`src/design/mmcv_pkg.sv`:
```
// ----------------------------------------------------------------------------
// mmcv_pkg: shared types and constants for the mono MIDI to CV/gate core
// Message codes, controller numbers and the transaction structs.
// ----------------------------------------------------------------------------
`default_nettype none

package mmcv_pkg;

  localparam logic [7:0]  StNoteOn    = 8'h90;
  localparam logic [7:0]  StNoteOff   = 8'h80;
  localparam logic [7:0]  StCtrl      = 8'hB0;
  localparam logic [6:0]  CcSustain   = 7'h40;
  localparam logic [6:0]  CcAllOff    = 7'h7B;
  localparam logic [6:0]  SustainEdge = 7'h3F;
  localparam logic [15:0] TicksReset  = 16'd50;

  localparam logic OpMsg  = 1'b0;
  localparam logic OpTick = 1'b1;

  typedef struct packed {
    logic       op;
    logic [7:0] status;
    logic [6:0] data_one;
    logic [6:0] data_two;
  } item_t;

  typedef struct packed {
    logic       gate;
    logic       trigger;
    logic [6:0] note_level;
    logic [6:0] velocity_level;
  } result_t;

endpackage

`default_nettype wire

```
`src/design/mmcv_voice.sv`:
```
// ----------------------------------------------------------------------------
// mmcv_voice: voice state and its combinational update
// Holds note, flags, gate, trigger, levels and pulse counter; applies one
// transaction per enable and presents the state after that update.
// ----------------------------------------------------------------------------
`default_nettype none

module mmcv_voice (
  input  wire logic            clk_i,
  input  wire logic            rst_ni,
  input  wire logic            en_i,
  input  wire mmcv_pkg::item_t item_i,
  input  wire logic [15:0]     trigger_ticks_i,
  output mmcv_pkg::result_t    res_o
);

  logic [6:0]  held_note_q, held_note_d;
  logic        released_q, released_d;
  logic        sustain_q, sustain_d;
  logic        gate_q, gate_d;
  logic        trig_q, trig_d;
  logic [6:0]  pitch_q, pitch_d;
  logic [6:0]  vel_q, vel_d;
  logic [15:0] cnt_q, cnt_d;

  always_comb begin
    held_note_d = held_note_q;
    released_d  = released_q;
    sustain_d   = sustain_q;
    gate_d      = gate_q;
    trig_d      = trig_q;
    pitch_d     = pitch_q;
    vel_d       = vel_q;
    cnt_d       = cnt_q;
    if (item_i.op == mmcv_pkg::OpTick) begin
      if (trig_q) begin
        if (cnt_q <= 16'd1) begin
          cnt_d  = '0;
          trig_d = 1'b0;
        end else begin
          cnt_d = cnt_q - 16'd1;
        end
      end
    end else begin
      case (item_i.status)
        mmcv_pkg::StNoteOn: begin
          released_d  = 1'b0;
          gate_d      = 1'b1;
          trig_d      = 1'b1;
          cnt_d       = trigger_ticks_i;
          held_note_d = item_i.data_one;
          pitch_d     = item_i.data_one;
          vel_d       = item_i.data_two;
        end
        mmcv_pkg::StNoteOff: begin
          released_d = 1'b1;
          if (item_i.data_one == held_note_q && !sustain_q) begin
            gate_d  = 1'b0;
            pitch_d = '0;
            vel_d   = '0;
          end
        end
        mmcv_pkg::StCtrl: begin
          if (item_i.data_one == mmcv_pkg::CcSustain) begin
            if (item_i.data_two < mmcv_pkg::SustainEdge) begin
              sustain_d = 1'b0;
              if (released_q) begin
                gate_d  = 1'b0;
                pitch_d = '0;
                vel_d   = '0;
              end
            end else begin
              sustain_d = 1'b1;
            end
          end else if (item_i.data_one == mmcv_pkg::CcAllOff) begin
            sustain_d  = 1'b0;
            released_d = 1'b1;
            gate_d     = 1'b0;
            pitch_d    = '0;
            vel_d      = '0;
          end
        end
        default: begin
        end
      endcase
    end
  end

  always_ff @(posedge clk_i or negedge rst_ni) begin
    if (!rst_ni) begin
      held_note_q <= '0;
      released_q  <= 1'b0;
      sustain_q   <= 1'b0;
      gate_q      <= 1'b0;
      trig_q      <= 1'b0;
      pitch_q     <= '0;
      vel_q       <= '0;
      cnt_q       <= '0;
    end else if (en_i) begin
      held_note_q <= held_note_d;
      released_q  <= released_d;
      sustain_q   <= sustain_d;
      gate_q      <= gate_d;
      trig_q      <= trig_d;
      pitch_q     <= pitch_d;
      vel_q       <= vel_d;
      cnt_q       <= cnt_d;
    end
  end

  assign res_o.gate           = gate_d;
  assign res_o.trigger        = trig_d;
  assign res_o.note_level     = pitch_d;
  assign res_o.velocity_level = vel_d;

`ifndef ASSERT_OFF
  a_gate_low_levels_zero: assert property (@(posedge clk_i) disable iff (!rst_ni)
    !gate_q |-> (pitch_q == 7'd0 && vel_q == 7'd0))
    else $error("gate low with nonzero levels");
  a_trig_off_cnt_zero: assert property (@(posedge clk_i) disable iff (!rst_ni)
    !trig_q |-> (cnt_q == 16'd0))
    else $error("pulse counter running without trigger");
  a_hold_when_idle: assert property (@(posedge clk_i) disable iff (!rst_ni)
    !en_i |=> ($stable(gate_q) && $stable(trig_q) && $stable(cnt_q)))
    else $error("voice state changed without a transaction");
`endif

endmodule

`default_nettype wire

```
`src/design/midi_mono_note_to_cv_gate_core.sv`:
```
// ----------------------------------------------------------------------------
// midi_mono_note_to_cv_gate_core: monophonic MIDI message to CV/gate core
// Applies note-on/off, sustain and all-notes-off messages and time ticks to
// one voice, and returns gate, trigger and the note and velocity levels.
//
//   channel  dir  handshake             payload
//   in       in   in_valid_i/in_stall_o op, status, data_one, data_two
//   out      out  out_valid_o/out_stall_i gate, trigger, note/velocity level
//   cfg      in   cfg_we_i              cfg_wdata_i (trigger_ticks)
//
// One transaction per cycle sustained while out_stall_i is low; each passes
// the input register, then the voice update into the result register.
// Reset clears voice state and loads trigger_ticks with 50.
// Output stall holds the result register; the input register holds behind it.
// ----------------------------------------------------------------------------
`default_nettype none

module midi_mono_note_to_cv_gate_core (
  input  wire logic        clk_i,
  input  wire logic        rst_ni,
  input  wire logic        cfg_we_i,
  input  wire logic [15:0] cfg_wdata_i,
  input  wire logic        in_valid_i,
  output logic             in_stall_o,
  input  wire logic        op_i,
  input  wire logic [7:0]  status_i,
  input  wire logic [6:0]  data_one_i,
  input  wire logic [6:0]  data_two_i,
  output logic             out_valid_o,
  input  wire logic        out_stall_i,
  output logic             gate_o,
  output logic             trigger_o,
  output logic [6:0]       note_level_o,
  output logic [6:0]       velocity_level_o
);

  logic [15:0]       ticks_q;
  logic              s1_valid_q;
  mmcv_pkg::item_t   s1_item_q;
  logic              out_valid_q;
  mmcv_pkg::result_t out_res_q;
  mmcv_pkg::result_t res;
  logic              out_free;
  logic              advance;
  logic              in_take;

  assign out_free   = !out_valid_q || !out_stall_i;
  assign advance    = s1_valid_q && out_free;
  assign in_stall_o = s1_valid_q && !out_free;
  assign in_take    = in_valid_i && !in_stall_o;

  always_ff @(posedge clk_i or negedge rst_ni) begin
    if (!rst_ni) begin
      ticks_q <= mmcv_pkg::TicksReset;
    end else if (cfg_we_i) begin
      ticks_q <= cfg_wdata_i;
    end
  end

  always_ff @(posedge clk_i or negedge rst_ni) begin
    if (!rst_ni) begin
      s1_valid_q <= 1'b0;
    end else if (in_take) begin
      s1_valid_q <= 1'b1;
    end else if (advance) begin
      s1_valid_q <= 1'b0;
    end
  end

  always_ff @(posedge clk_i) begin
    if (in_take) begin
      s1_item_q <= '{op: op_i, status: status_i, data_one: data_one_i,
                     data_two: data_two_i};
    end
  end

  mmcv_voice u_voice (
    .clk_i           (clk_i),
    .rst_ni          (rst_ni),
    .en_i            (advance),
    .item_i          (s1_item_q),
    .trigger_ticks_i (ticks_q),
    .res_o           (res)
  );

  always_ff @(posedge clk_i or negedge rst_ni) begin
    if (!rst_ni) begin
      out_valid_q <= 1'b0;
    end else if (out_free) begin
      out_valid_q <= s1_valid_q;
    end
  end

  always_ff @(posedge clk_i) begin
    if (advance) begin
      out_res_q <= res;
    end
  end

  assign out_valid_o      = out_valid_q;
  assign gate_o           = out_res_q.gate;
  assign trigger_o        = out_res_q.trigger;
  assign note_level_o     = out_res_q.note_level;
  assign velocity_level_o = out_res_q.velocity_level;

`ifndef ASSERT_OFF
  a_stall_needs_item: assert property (@(posedge clk_i) disable iff (!rst_ni)
    in_stall_o |-> (s1_valid_q && out_valid_q))
    else $error("input stalled with free pipeline");
  a_s1_held: assert property (@(posedge clk_i) disable iff (!rst_ni)
    (s1_valid_q && !out_free) |=> (s1_valid_q && $stable(s1_item_q)))
    else $error("input register lost a waiting transaction");
  a_result_low_gate: assert property (@(posedge clk_i) disable iff (!rst_ni)
    (out_valid_q && !out_res_q.gate) |->
      (out_res_q.note_level == 7'd0 && out_res_q.velocity_level == 7'd0))
    else $error("result shows levels with gate low");
`endif

endmodule

`default_nettype wire

```
`config.mk`:
```
export PLATFORM = sky130hd
export DESIGN_NAME = midi_mono_note_to_cv_gate_core
export DESIGN_NICKNAME = d
export VERILOG_FILES = /design/src/design/mmcv_pkg.sv /design/src/design/mmcv_voice.sv /design/src/design/midi_mono_note_to_cv_gate_core.sv
export SDC_FILE = /design/constraint.sdc
export NUM_CORES = 1
export LEC_CHECK = 0
export BUFFER_PORTS_ARGS = -buffer_cell sky130_fd_sc_hd__buf_2
export CAP_MARGIN = 20
export CORE_AREA = 2 2 106 108
export DETAILED_ROUTE_END_ITERATION = 10
export DIE_AREA = 0 0 108 110
export GPL_TIMING_DRIVEN = 0
export PLACE_DENSITY = 0.63
export SYNTH_ARGS = -nofsm -noshare
export SYNTH_HDL_FRONTEND = slang
export SYNTH_SLANG_ARGS = --single-unit
export TNS_END_PERCENT = 1
```
`constraint.sdc`:
```
create_clock -name clk_i -period 4.7 [get_ports clk_i]
set_input_delay 0.47 -clock clk_i [delete_from_list [all_inputs] [get_ports clk_i]]
set_output_delay 0.47 -clock clk_i [all_outputs]
set_load 0.1 [all_outputs]
```
==> run_results.csv, run 1 <==
group,metric,value,unit
run_status,status,"finished, final reports clean",
global_routing,grt_pass1_vias,2877,
worst_setup_path,crit_chain,"or4b_1 -> or4_1 -> a22oi_2 -> o2111ai_2 -> buf_6 -> a22o_1",
sta,finalMaxSlewViolations,0,
clock_network,cts.clk_slew.worst_paths,100,ps
synth,ys.flop_type,"dfrtp_1",
clock_network,clockBufferDepth,2,
synth,synth_top_cell_area_share,0.331,
worst_setup_path,cp.required,4830,ps
synth,synth_edf_count,39,
drt,drc,0,
layout,finalInstanceArea,4940,um^2
worst_setup_path,cp-start-kind,"register",
sta,layout_min_cycle_time,2790,ps
floorplan,floorplan.initialDensity,0.396,
sta,finalSetupTns,0,ps
clock_network,holdBufCountCts,0,
floorplan,coreArea,10700,um^2
synth,netlist_instances,344,
layout,final_cells,562,
drt,dr.pass1.iters,4,
floorplan,pin_count,62,
layout,ff_latch_area,2650,um^2
flow_run,drv_cap,0,
worst_setup_path,end_kind,"register",
placed_design,pre_cts_ws,1900,ps
sta,finalCritPeriodShare,0.593,
placed_design,place_congestion,0.798,
layout,antennaDiodeCount,0,
synth,syn_avg_cell_area,12.3,um^2
synth,synth_area_leaders,"dfrtp_1 (33%), edfxtp_1 (28%), a22o_1 (6.4%)",
global_routing,grt_pass1_wl,14.4,mm
power_and_ir_drop,leakage,2.10,nW
power_and_ir_drop,ir_drop,0.000152,V
clock_network,post_cts_resized,0,
floorplan,die_w,108,um
global_routing,grt_start_max_net_pins,34,
floorplan,die_h,110,um
layout,drive_gt1_frac,0.258,
synth,synth_seq_cells,98,
worst_setup_path,path_max_fanout,10,
placed_design,place_hpwl,6.23,mm
global_routing,grt_usage,0.159,
global_routing,antenna_found_initial,0,
placed_design,portBuffers,61,
min_path,min_path_type,"primary input to asynchronous set/reset pin",
layout,fillerInstances,1004,
worst_setup_path,crit_buf_inv,1,
synth,synth-async-reset-ratio,0.602,
placed_design,place_area,4730,um^2
clock_network,cts_inserted_buffers,9,
sta,worst_pin_slew,1030,ps
synth,syn_area,4230,um^2
synth,syn_nets,390,
drt,dr.first_iter.drc_count,178,
sta,finalSetupViolations,0,
drt,vias_per_cell,5.33,
floorplan,rows,38,
worst_setup_path,path_delay_family,"simple AND/OR/NAND/NOR gates",
clock_network,root_buffer,"clkbuf_8",
sta,hold_violations,0,
clock_network,clock-sinks,98,
worst_setup_path,slowest_stage,"or4b_1",
worst_setup_path,worstSetupPathType,"register to register",
layout,multi_input_area,1450,um^2
layout,finalCoreUtilization,0.462,
global_routing,grt_overflow,0,
synth,yosysTopAreaCell,"dfrtp_1",
synth,synth_cell_types,54,
sta,relSlewSlack,0.315,
sta,finClkSkew,15.1,ps
drt,dr_total_vias,2998,
drt,detail_route.wl_per_cell,15.9,um
floorplan,fp.dieArea,11900,um^2
synth,synth_seq_area_share,0.626,
clock_network,h-tree-depth,3,
clock_network,insertion_delay,370,ps
placed_design,placed_cells,546,
worst_setup_path,cp_data_arrival_time,2920,ps
power_and_ir_drop,power.density,362,nW/um^2
drt,wl,8.95,mm
clock_network,cts_setup_buffers,0,
clock_network,cts_tree,"built",
worst_setup_path,critPathMaxStageDelay,570,ps
synth,yosys_warnings,0,
sta,rsz0062_at_grt,"false",
drt,ant_nets,0,
layout,finalNetCount,463,
sta,fmax,359,MHz
layout,area_growth,16.6,%
sta,fin_ws,1910,ps
[sequential cells by signal, summed over array words and instances, names as in the netlist]
signal / flops
gate_o: 1
note_level_o: 7
out_valid_o: 1
s1_item_q: 23
s1_valid_q: 1
ticks_q: 16
trigger_o: 1
u_voice.cnt_q: 16
u_voice.gate_q: 1
u_voice.held_note_q: 7
u_voice.pitch_q: 7
u_voice.released_q: 1
u_voice.sustain_q: 1
u_voice.trig_q: 1
u_voice.vel_q: 7
velocity_level_o: 7
[area by class of cell]
class,instances,area share
Sequential cell,98,0.537
Multi-Input combinational cell,215,0.294
Timing Repair Buffer,62,0.0659
Tap cell,140,0.0355
Clock buffer,10,0.0258
Clock inverter,6,0.0152
Buffer,14,0.0132
Inverter,17,0.0129
[worst register-to-register path, delay by kind of cell, from the launching register on]
family / cells / cell delay [ps]
flip-flops: 1 / 500
AO/OA/AOI/OAI: 3 / 750
AND/OR/NAND/NOR: 2 / 1070
buffers and inverters: 1 / 240
[Yosys cell counts, drive strengths merged, types with 3 or more instances]
cell     n
nor4     3
a22o    37
mux2    10
dfrtp   56
o22ai    4
inv     17
nand4    5
clkbuf   8
buf      6
nand2   42
a22oi    4
and2     4
nor2    13
a21oi    7
o21ai   23
nor3     6
a21o     5
nand3    4
xnor2    7
or4      4
dfstp    3
nand2b   4
edfxtp  39
[routing by layer]
metal,share of wire,GRT usage,vias up
met3,0.062,0.0329,17
met4,0.023,0.0797,0
met2,0.44,0.230,89
met1,0.48,0.227,1447
li1,-,-,1445
met5,0,0,-
[where the power goes]
group	switching [mW]	total, mW	internal (mW)
Combinational	0.157	0.226	0.0681
Clock	0.310	0.565	0.255
Sequential	0.0416	0.996	0.955
[per-stage QoR]
stage	total power, mW	hold WS (ps)
2_1_floorplan	1.17	174
3_3_place_gp	1.23	452
3_5_place_dp	1.24	468
4_1_cts	1.80	136
5_1_grt	1.86	158
6_report	1.79	112
[path summary, 6_finish.rpt]
check | startpoint | to | slack (ps) | cells past startpoint
max reg2reg | s1_item_q[7]$_DFFE_PP_ | note_level_o[3]$_DFFE_PP_ | 1910 | 6
max | s1_item_q[7]$_DFFE_PP_ | note_level_o[3]$_DFFE_PP_ | 1910 | 6
min in group clk_i | data_two_i[2] | s1_item_q[2]$_DFFE_PP_ | 260 | 1
max in group asynchronous | rst_ni | u_voice.held_note_q[6]$_DFFE_PN0P_ | 3980 | 2
min | rst_ni | ticks_q[8]$_DFFE_PN0P_ | 110 | 1
min reg2reg | s1_valid_q$_DFFE_PN0P_ | out_valid_o$_DFFE_PN0P_ | 480 | 1
[cells in the final DEF (no fill, tap or decap), types with 5 or more instances in the layout]
master     n
a22o_2     6
o21ai_0   23
nor2_1    13
a21oi_1    7
inv_1     17
nand2_1   42
edfxtp_1  39
xnor2_1    7
clkbuf_1   9
buf_2     65
dfrtp_1   56
nor3_1     6
clkbuf_8   9
a22o_1    31
nand4_1    5
mux2_2    10
[logic make-up (layout without fill, tap and decap cells)]
logic type / Yosys count / count (layout) / share of synthesized area
AO/OA/AOI/OAI: 101 / 101 / 0.185
XOR/XNOR: 7 / 7 / 0.0145
adder cells (fa/ha/maj): 2 / 2 / 0.00591
buffers and inverters: 31 / 109 / 0.0304
flip-flops: 98 / 98 / 0.626
multiplexers: 10 / 10 / 0.0266
AND/OR/NAND/NOR: 95 / 95 / 0.112
Note: power is estimated with default switching activity, not from simulation.
==> run 2, diff against run 1 <==
ABC_AREA = 1   (was unset)
CORE_AREA = 2 2 110 112   (was 2 2 106 108)
DIE_AREA = 0 0 112 114   (was 0 0 108 110)
PLACE_DENSITY = 0.64   (was 0.63)
clock period = 2.5 ns   (was 4.7 ns; I/O delays follow)
==> run_results.csv, run 2 <==
group,metric,value,unit
synth,yosysTopAreaCell,"dfrtp_1",
layout,largest_registers,"s1_item_q: 23 flops, ticks_q: 16 flops, u_voice.cnt_q: 16 flops",
layout,top_register,"s1_item_q",
clock_network,cts.clk_slew.worst_paths,70,ps
drt,dr.first_iter.drc_count,180,
sta,finClkSkew,8.14,ps
drt,drc,0,
worst_setup_path,cp-start-kind,"register",
worst_setup_path,crit_chain,"inv_1 -> ha_1 -> inv_1 -> nor3_2 -> nand2_1 -> nor2_1 -> nand2_1 -> xor2_1 -> nor2_1 -> nor2_1 -> nor2_1",
floorplan,die_h,114,um
floorplan,fp.dieArea,12800,um^2
layout,fillerInstances,1130,
synth,synth_cell_types,29,
power_and_ir_drop,leakage,2.45,nW
worst_setup_path,cp.required,2780,ps
sta,relSlewSlack,0.364,
power_and_ir_drop,power.density,795,nW/um^2
drt,detail_route.wl_per_cell,13.2,um
layout,mostFrequentLayoutCells,"nand2_1 (140), buf_2 (64), nor2_1 (58)",
sta,hold_violations,0,
synth,synth_commonest_cells,"nand2_1 (140), nor2_1 (59), dfrtp_1 (56)",
clock_network,cts_tree,"built",
layout,antennaDiodeCount,0,
synth,synth_seq_cells,98,
layout,area_growth,18.6,%
floorplan,die_w,112,um
synth,netlist_instances,498,
placed_design,place_area,5010,um^2
clock_network,clock-sinks,98,
floorplan,pin_count,62,
placed_design,portBuffers,61,
worst_setup_path,path_max_fanout,4,
sta,worst_pin_slew,954,ps
synth,syn_area,4500,um^2
global_routing,grt_pass1_vias,3502,
layout,finalInstanceArea,5330,um^2
clock_network,h-tree-depth,3,
worst_setup_path,crit_top_cell,"nor2_1",
synth,syn_nets,544,
worst_setup_path,worstSetupPathType,"register to register",
synth,synth_top_cell_area_share,0.312,
flow_run,drv_cap,0,
synth,synth_edf_count,39,
run_status,status,"finished, final reports clean",
sta,finalSetupViolations,0,
synth,syn_avg_cell_area,9.03,um^2
sta,rsz0062_at_grt,"false",
worst_setup_path,end_kind,"register",
synth,yosysMostFrequentCell,"nand2_1",
clock_network,insertion_delay,350,ps
layout,drive_gt1_frac,0.206,
global_routing,grt_start_max_net_pins,32,
sta,fmax,545,MHz
floorplan,coreArea,11700,um^2
drt,ant_nets,0,
placed_design,placed_cells,707,
drt,dr.pass1.iters,5,
global_routing,grt_overflow,0,
min_path,min_path_type,"primary input to register",
floorplan,floorplan.initialDensity,0.384,
worst_setup_path,slowest_stage,"dfrtp_1",
placed_design,place_hpwl,6.85,mm
power_and_ir_drop,ir_drop,0.000353,V
synth,yosys_warnings,0,
clock_network,cts_inserted_buffers,9,
clock_network,clockBufferDepth,2,
floorplan,rows,40,
sta,finalMaxSlewViolations,0,
drt,vias_per_cell,4.84,
layout,final_common_cell,"nand2_1",
synth,synth-async-reset-ratio,0.602,
synth,ys.flop_type,"dfrtp_1",
clock_network,root_buffer,"clkbuf_16",
worst_setup_path,cp_data_arrival_time,2120,ps
placed_design,place_congestion,0.849,
synth,synth_seq_area_share,0.590,
sta,finalCritPeriodShare,0.734,
layout,largest_register_ff_count,23,
clock_network,post_cts_resized,0,
worst_setup_path,critPathMaxStageDelay,410,ps
drt,dr_total_vias,3506,
global_routing,grt_usage,0.161,
synth,synth_area_leaders,"dfrtp_1 (31%), edfxtp_1 (26%), nand2_1 (12%)",
sta,layout_min_cycle_time,1830,ps
drt,wl,9.57,mm
global_routing,antenna_found_initial,0,
layout,final_cells,724,
global_routing,grt_pass1_wl,16.1,mm
layout,finalNetCount,618,
sta,finalSetupTns,0,ps
clock_network,cts_setup_buffers,0,
[run 2: cell count changes after synthesis, sizes merged, moves of 5 or more]
| cell | delta |
|---|---|
| o21ai | +14 |
| inv | +45 |
| nand3 | +23 |
| a22o | -37 |
| a21oi | +19 |
| xnor2 | -7 |
| a21o | -5 |
| nand2 | +103 |
| nor2 | +51 |
[run 2: logic make-up (layout without fill, tap and decap cells)]
| kind of cell | count (synthesis) | count (layout) | synth area share |
|---|---|---|---|
| XOR/XNOR | 4 | 4 | 0.00779 |
| multiplexers | 10 | 10 | 0.0250 |
| buffers and inverters | 73 | 152 | 0.0651 |
| flip-flops | 98 | 98 | 0.590 |
| adder cells (fa/ha/maj) | 2 | 2 | 0.00557 |
| AO/OA/AOI/OAI | 65 | 65 | 0.0777 |
| AND/OR/NAND/NOR | 246 | 246 | 0.229 |
[run 2: layer usage]
metal	vias up	part of all wire	routed length, um	GRT usage
li1	1747	-	-	-
met1	1662	0.47	4450	0.204
met2	86	0.47	4480	0.261
met3	11	0.046	436	0.0409
met4	0	0.021	197	0.0780
met5	-	0	0	0
[run 2: cell type report]
cell class,count,area [um^2],area share
clock inverter,5,81.3,0.0153
clock buffer,11,233,0.0437
timing repair buffer,63,335,0.0629
sequential,98,2650,0.497
buffer,11,60.1,0.0113
multi-input combinational,327,1550,0.291
inverter,62,233,0.0437
tap,147,184,0.0345
[run 2: worst max-delay path, delay by kind of cell, from the launching register on]
kind / cells / cell delay (ps)
xor+xnor: 1 / 140
buf+inv: 2 / 200
fa+ha+maj: 1 / 240
flops: 1 / 410
simple gates: 7 / 770
[run 2: timing repair]
action                                  CTS  global route
endpoints found under the setup margin    0             0
hold buffers                              1             0
hold endpoints to repair                 27             0
[run 2: worst paths after layout]
kind	from	to	slack [ps]	cells after the start
min in group asynchronous	rst_ni	ticks_q[13]$_DFFE_PN0P_	480	2
hold reg to reg	u_voice.vel_q[1]$_DFFE_PN0P_	u_voice.vel_q[1]$_DFFE_PN0P_	480	2
setup reg to reg	u_voice.cnt_q[0]$_DFFE_PN0P_	u_voice.cnt_q[12]$_DFFE_PN0P_	670	11
setup / recovery	u_voice.cnt_q[0]$_DFFE_PN0P_	u_voice.cnt_q[12]$_DFFE_PN0P_	670	11
hold / removal	data_one_i[4]	s1_item_q[11]$_DFFE_PP_	70	1
max in group asynchronous	rst_ni	ticks_q[5]$_DFFE_PN1P_	1350	3
[run 2: through the flow]
stage	hold WS, ps	total power [mW]	util	worst slack (ps)
after CTS	58.3	4.27	0.455	678
after global placement	428	2.76	0.426	729
after floorplan	-45.6	2.60	-	252
final	71.1	4.24	0.455	666
after global routing	55.1	4.48	0.455	484
after detailed placement	341	2.80	0.428	697
[run 2: where the power goes]
part | internal (mW) | total [mW] | switching, mW
combinational | 0.232 | 0.738 | 0.506
clock | 0.878 | 1.48 | 0.599
sequential | 1.88 | 2.03 | 0.145
total | 2.99 | 4.24 | 1.25
==> run 3, diff against run 2 <==
ABC_AREA = 0   (was 1)
CORE_AREA = 2 2 106 108   (was 2 2 110 112)
DIE_AREA = 0 0 108 110   (was 0 0 112 114)
PLACE_DENSITY = 0.65   (was 0.64)
clock period = 1.5 ns   (was 2.5 ns; I/O delays follow)
==> run_results.csv, run 3 (synthesized netlist as in run 1, its figures left out) <==
group,metric,value,unit
run_status,status,"finished, violations left",
run_status,violations,"negative setup slack",
min_path,holdPathStages,2,
layout,area_growth,28.5,%
power_and_ir_drop,power.density,1020,nW/um^2
layout,finalInstanceArea,5440,um^2
flow_run,drv_cap,0,
drt,dr_total_vias,3187,
drt,drc,0,
min_path,worstHoldStart,"cfg_wdata_i[8]",
clock_network,cts.clk_slew.worst_paths,90,ps
drt,vias_per_cell,5.30,
floorplan,coreArea,10700,um^2
sta,fmax,393,MHz
layout,drive_gt1_frac,0.284,
floorplan,fp.dieArea,11900,um^2
clock_network,insertion_delay,370,ps
drt,detail_route.wl_per_cell,15.5,um
drt,dr.pass1.iters,5,
floorplan,rows,38,
worst_setup_path,cp.required,1620,ps
global_routing,grt_usage,0.170,
placed_design,place_congestion,0.831,
worst_setup_path,end_kind,"register",
clock_network,clockBufferDepth,2,
sta,worst_pin_slew,612,ps
layout,mostFrequentLayoutCells,"buf_2 (61), dfrtp_1 (55), nand2_1 (42)",
sta,fin_ws,-1050,ps
sta,finClkSkew,13.6,ps
worst_setup_path,reg2reg_depth,6,
worst_setup_path,cp_data_arrival_time,2670,ps
power_and_ir_drop,power_frac_clock,0.292,
drt,dr.first_iter.drc_count,199,
sta,layout_min_cycle_time,2550,ps
placed_design,portBuffers,61,
placed_design,pre_cts_ws,-1180,ps
drt,wl,9.34,mm
worst_setup_path,timing.rr.start,"s1_item_q[9]$_DFFE_PP_",
floorplan,pin_count,62,
sta,finalMaxSlewViolations,0,
min_path,min_to,"ticks_q[8]$_DFFE_PN0P_",
clock_network,cts_tree,"built",
power_and_ir_drop,leakage,2.31,nW
layout,final_common_cell,"buf_2",
worst_setup_path,worstSetupPathType,"register to register",
layout,largest_register_ff_count,23,
placed_design,place_hpwl,6.14,mm
layout,largest_registers,"s1_item_q: 23 flops, ticks_q: 16 flops, u_voice.cnt_q: 16 flops",
power_and_ir_drop,p_comb_frac,0.147,
global_routing,antenna_found_initial,0,
global_routing,grt_pass1_vias,3199,
global_routing,grt_pass1_wl,15.5,mm
sta,relSlewSlack,0.592,
floorplan,floorplan.initialDensity,0.396,
sta,finalSetupViolations,57,
clock_network,cts_inserted_buffers,9,
sta,rsz0062_at_grt,"true",
sta,finalCritPeriodShare,1.70,
layout,top_register,"s1_item_q",
drt,ant_nets,0,
clock_network,clock-sinks,98,
power_and_ir_drop,switching_share,0.274,
layout,antennaDiodeCount,0,
worst_setup_path,ff2ff_setup_slack,-1050,ps
power_and_ir_drop,p_int,4.04,mW
sta,hold_violations,0,
power_and_ir_drop,p_sw,1.53,mW
worst_setup_path,cp-start-kind,"register",
placed_design,place_area,4740,um^2
clock_network,h-tree-depth,3,
floorplan,die_h,110,um
sta,finalSetupTns,-45440,ps
floorplan,die_w,108,um
power_and_ir_drop,ir_drop,0.000575,V
layout,finalNetCount,502,
worst_setup_path,path_max_fanout,7,
sta,holdWs,13.5,ps
global_routing,grt_start_max_net_pins,38,
power_and_ir_drop,seq_power_share,0.561,
min_path,min_path_type,"primary input to register",
clock_network,root_buffer,"clkbuf_8",
worst_setup_path,timing.rr.end,"note_level_o[3]$_DFFE_PP_",
global_routing,grt_overflow,0,
## run 3: cell count changes in the layout (fill, tap and decap cells not counted), sizes merged, moves of 5 or more
cell,change
nand2,-103
nor2,-51
inv,-45
a22o,+37
dlygate4sd3,+34
nand3,-23
a21oi,-19
o21ai,-14
xnor2,+7
buf,+6
a21o,+5
## run 3: how the worst max path moves through the flow
stage | startpoint | end | slack, ps
after floorplan | s1_item_q[12]$_DFFE_PP_ | note_level_o[4]$_DFFE_PP_ | -940
after global placement | s1_item_q[12]$_DFFE_PP_ | note_level_o[3]$_DFFE_PP_ | -1170
after detailed placement | s1_item_q[12]$_DFFE_PP_ | note_level_o[3]$_DFFE_PP_ | -1180
after CTS | s1_item_q[12]$_DFFE_PP_ | note_level_o[3]$_DFFE_PP_ | -1060
after global routing | s1_item_q[9]$_DFFE_PP_ | note_level_o[5]$_DFFE_PP_ | -1130
final | s1_item_q[9]$_DFFE_PP_ | note_level_o[3]$_DFFE_PP_ | -1050
## run 3: power groups by stage
stage	Clock, mW	Sequential (mW)	Combinational [mW]
2_1_floorplan	0	3.38	0.297
3_5_place_dp	0	3.18	0.711
4_1_cts	1.67	3.12	0.814
5_1_grt	1.79	3.15	0.886
6_report	1.63	3.12	0.819
3_3_place_gp	0	3.17	0.691
## run 3: repair_timing
item | CTS | global route
pin swaps | 12 | 3
gates resized for setup | 37 | 11
endpoints found under the setup margin | 97 | 89
setup buffers | 3 | 0
cloned | 1 | 0
hold buffers | 35 | 0
endpoints found under the hold margin | 56 | 0
## run 3: per-layer routing
layer  vias up  track usage  wire, um
li1       1520            -         -
met3        18       0.0364       520
met2        98        0.259      4220
met4         0       0.0797       180
met5         -            0         0
met1      1551        0.234      4420
## run 3: area by class of cell
type	count	area (um^2)
fillers	957	5260
flip-flops and latches	98	2650
plain buffers	14	118
multi-input cells	215	1540
inverters	17	67.6
clock inverters	6	55.1
clock buffers	10	128
well taps	140	175
repair buffers	101	708
## run 3: worst max-delay path: stages, from the launching register on
cell and delay, ps:
edfxtp_1 430, or4b_4 550, or4_4 420, a22oi_2 260, o2111ai_4 210, buf_6 210, a22o_1 210
## run 3: per-stage QoR
step / std cells / util / total power, mW
floorplan: 344 / - / 3.68
global placement: 545 / 0.441 / 3.86
detailed placement: 546 / 0.443 / 3.89
CTS: 601 / 0.506 / 5.60
global route: 601 / 0.509 / 5.82
finish: 601 / 0.509 / 5.57
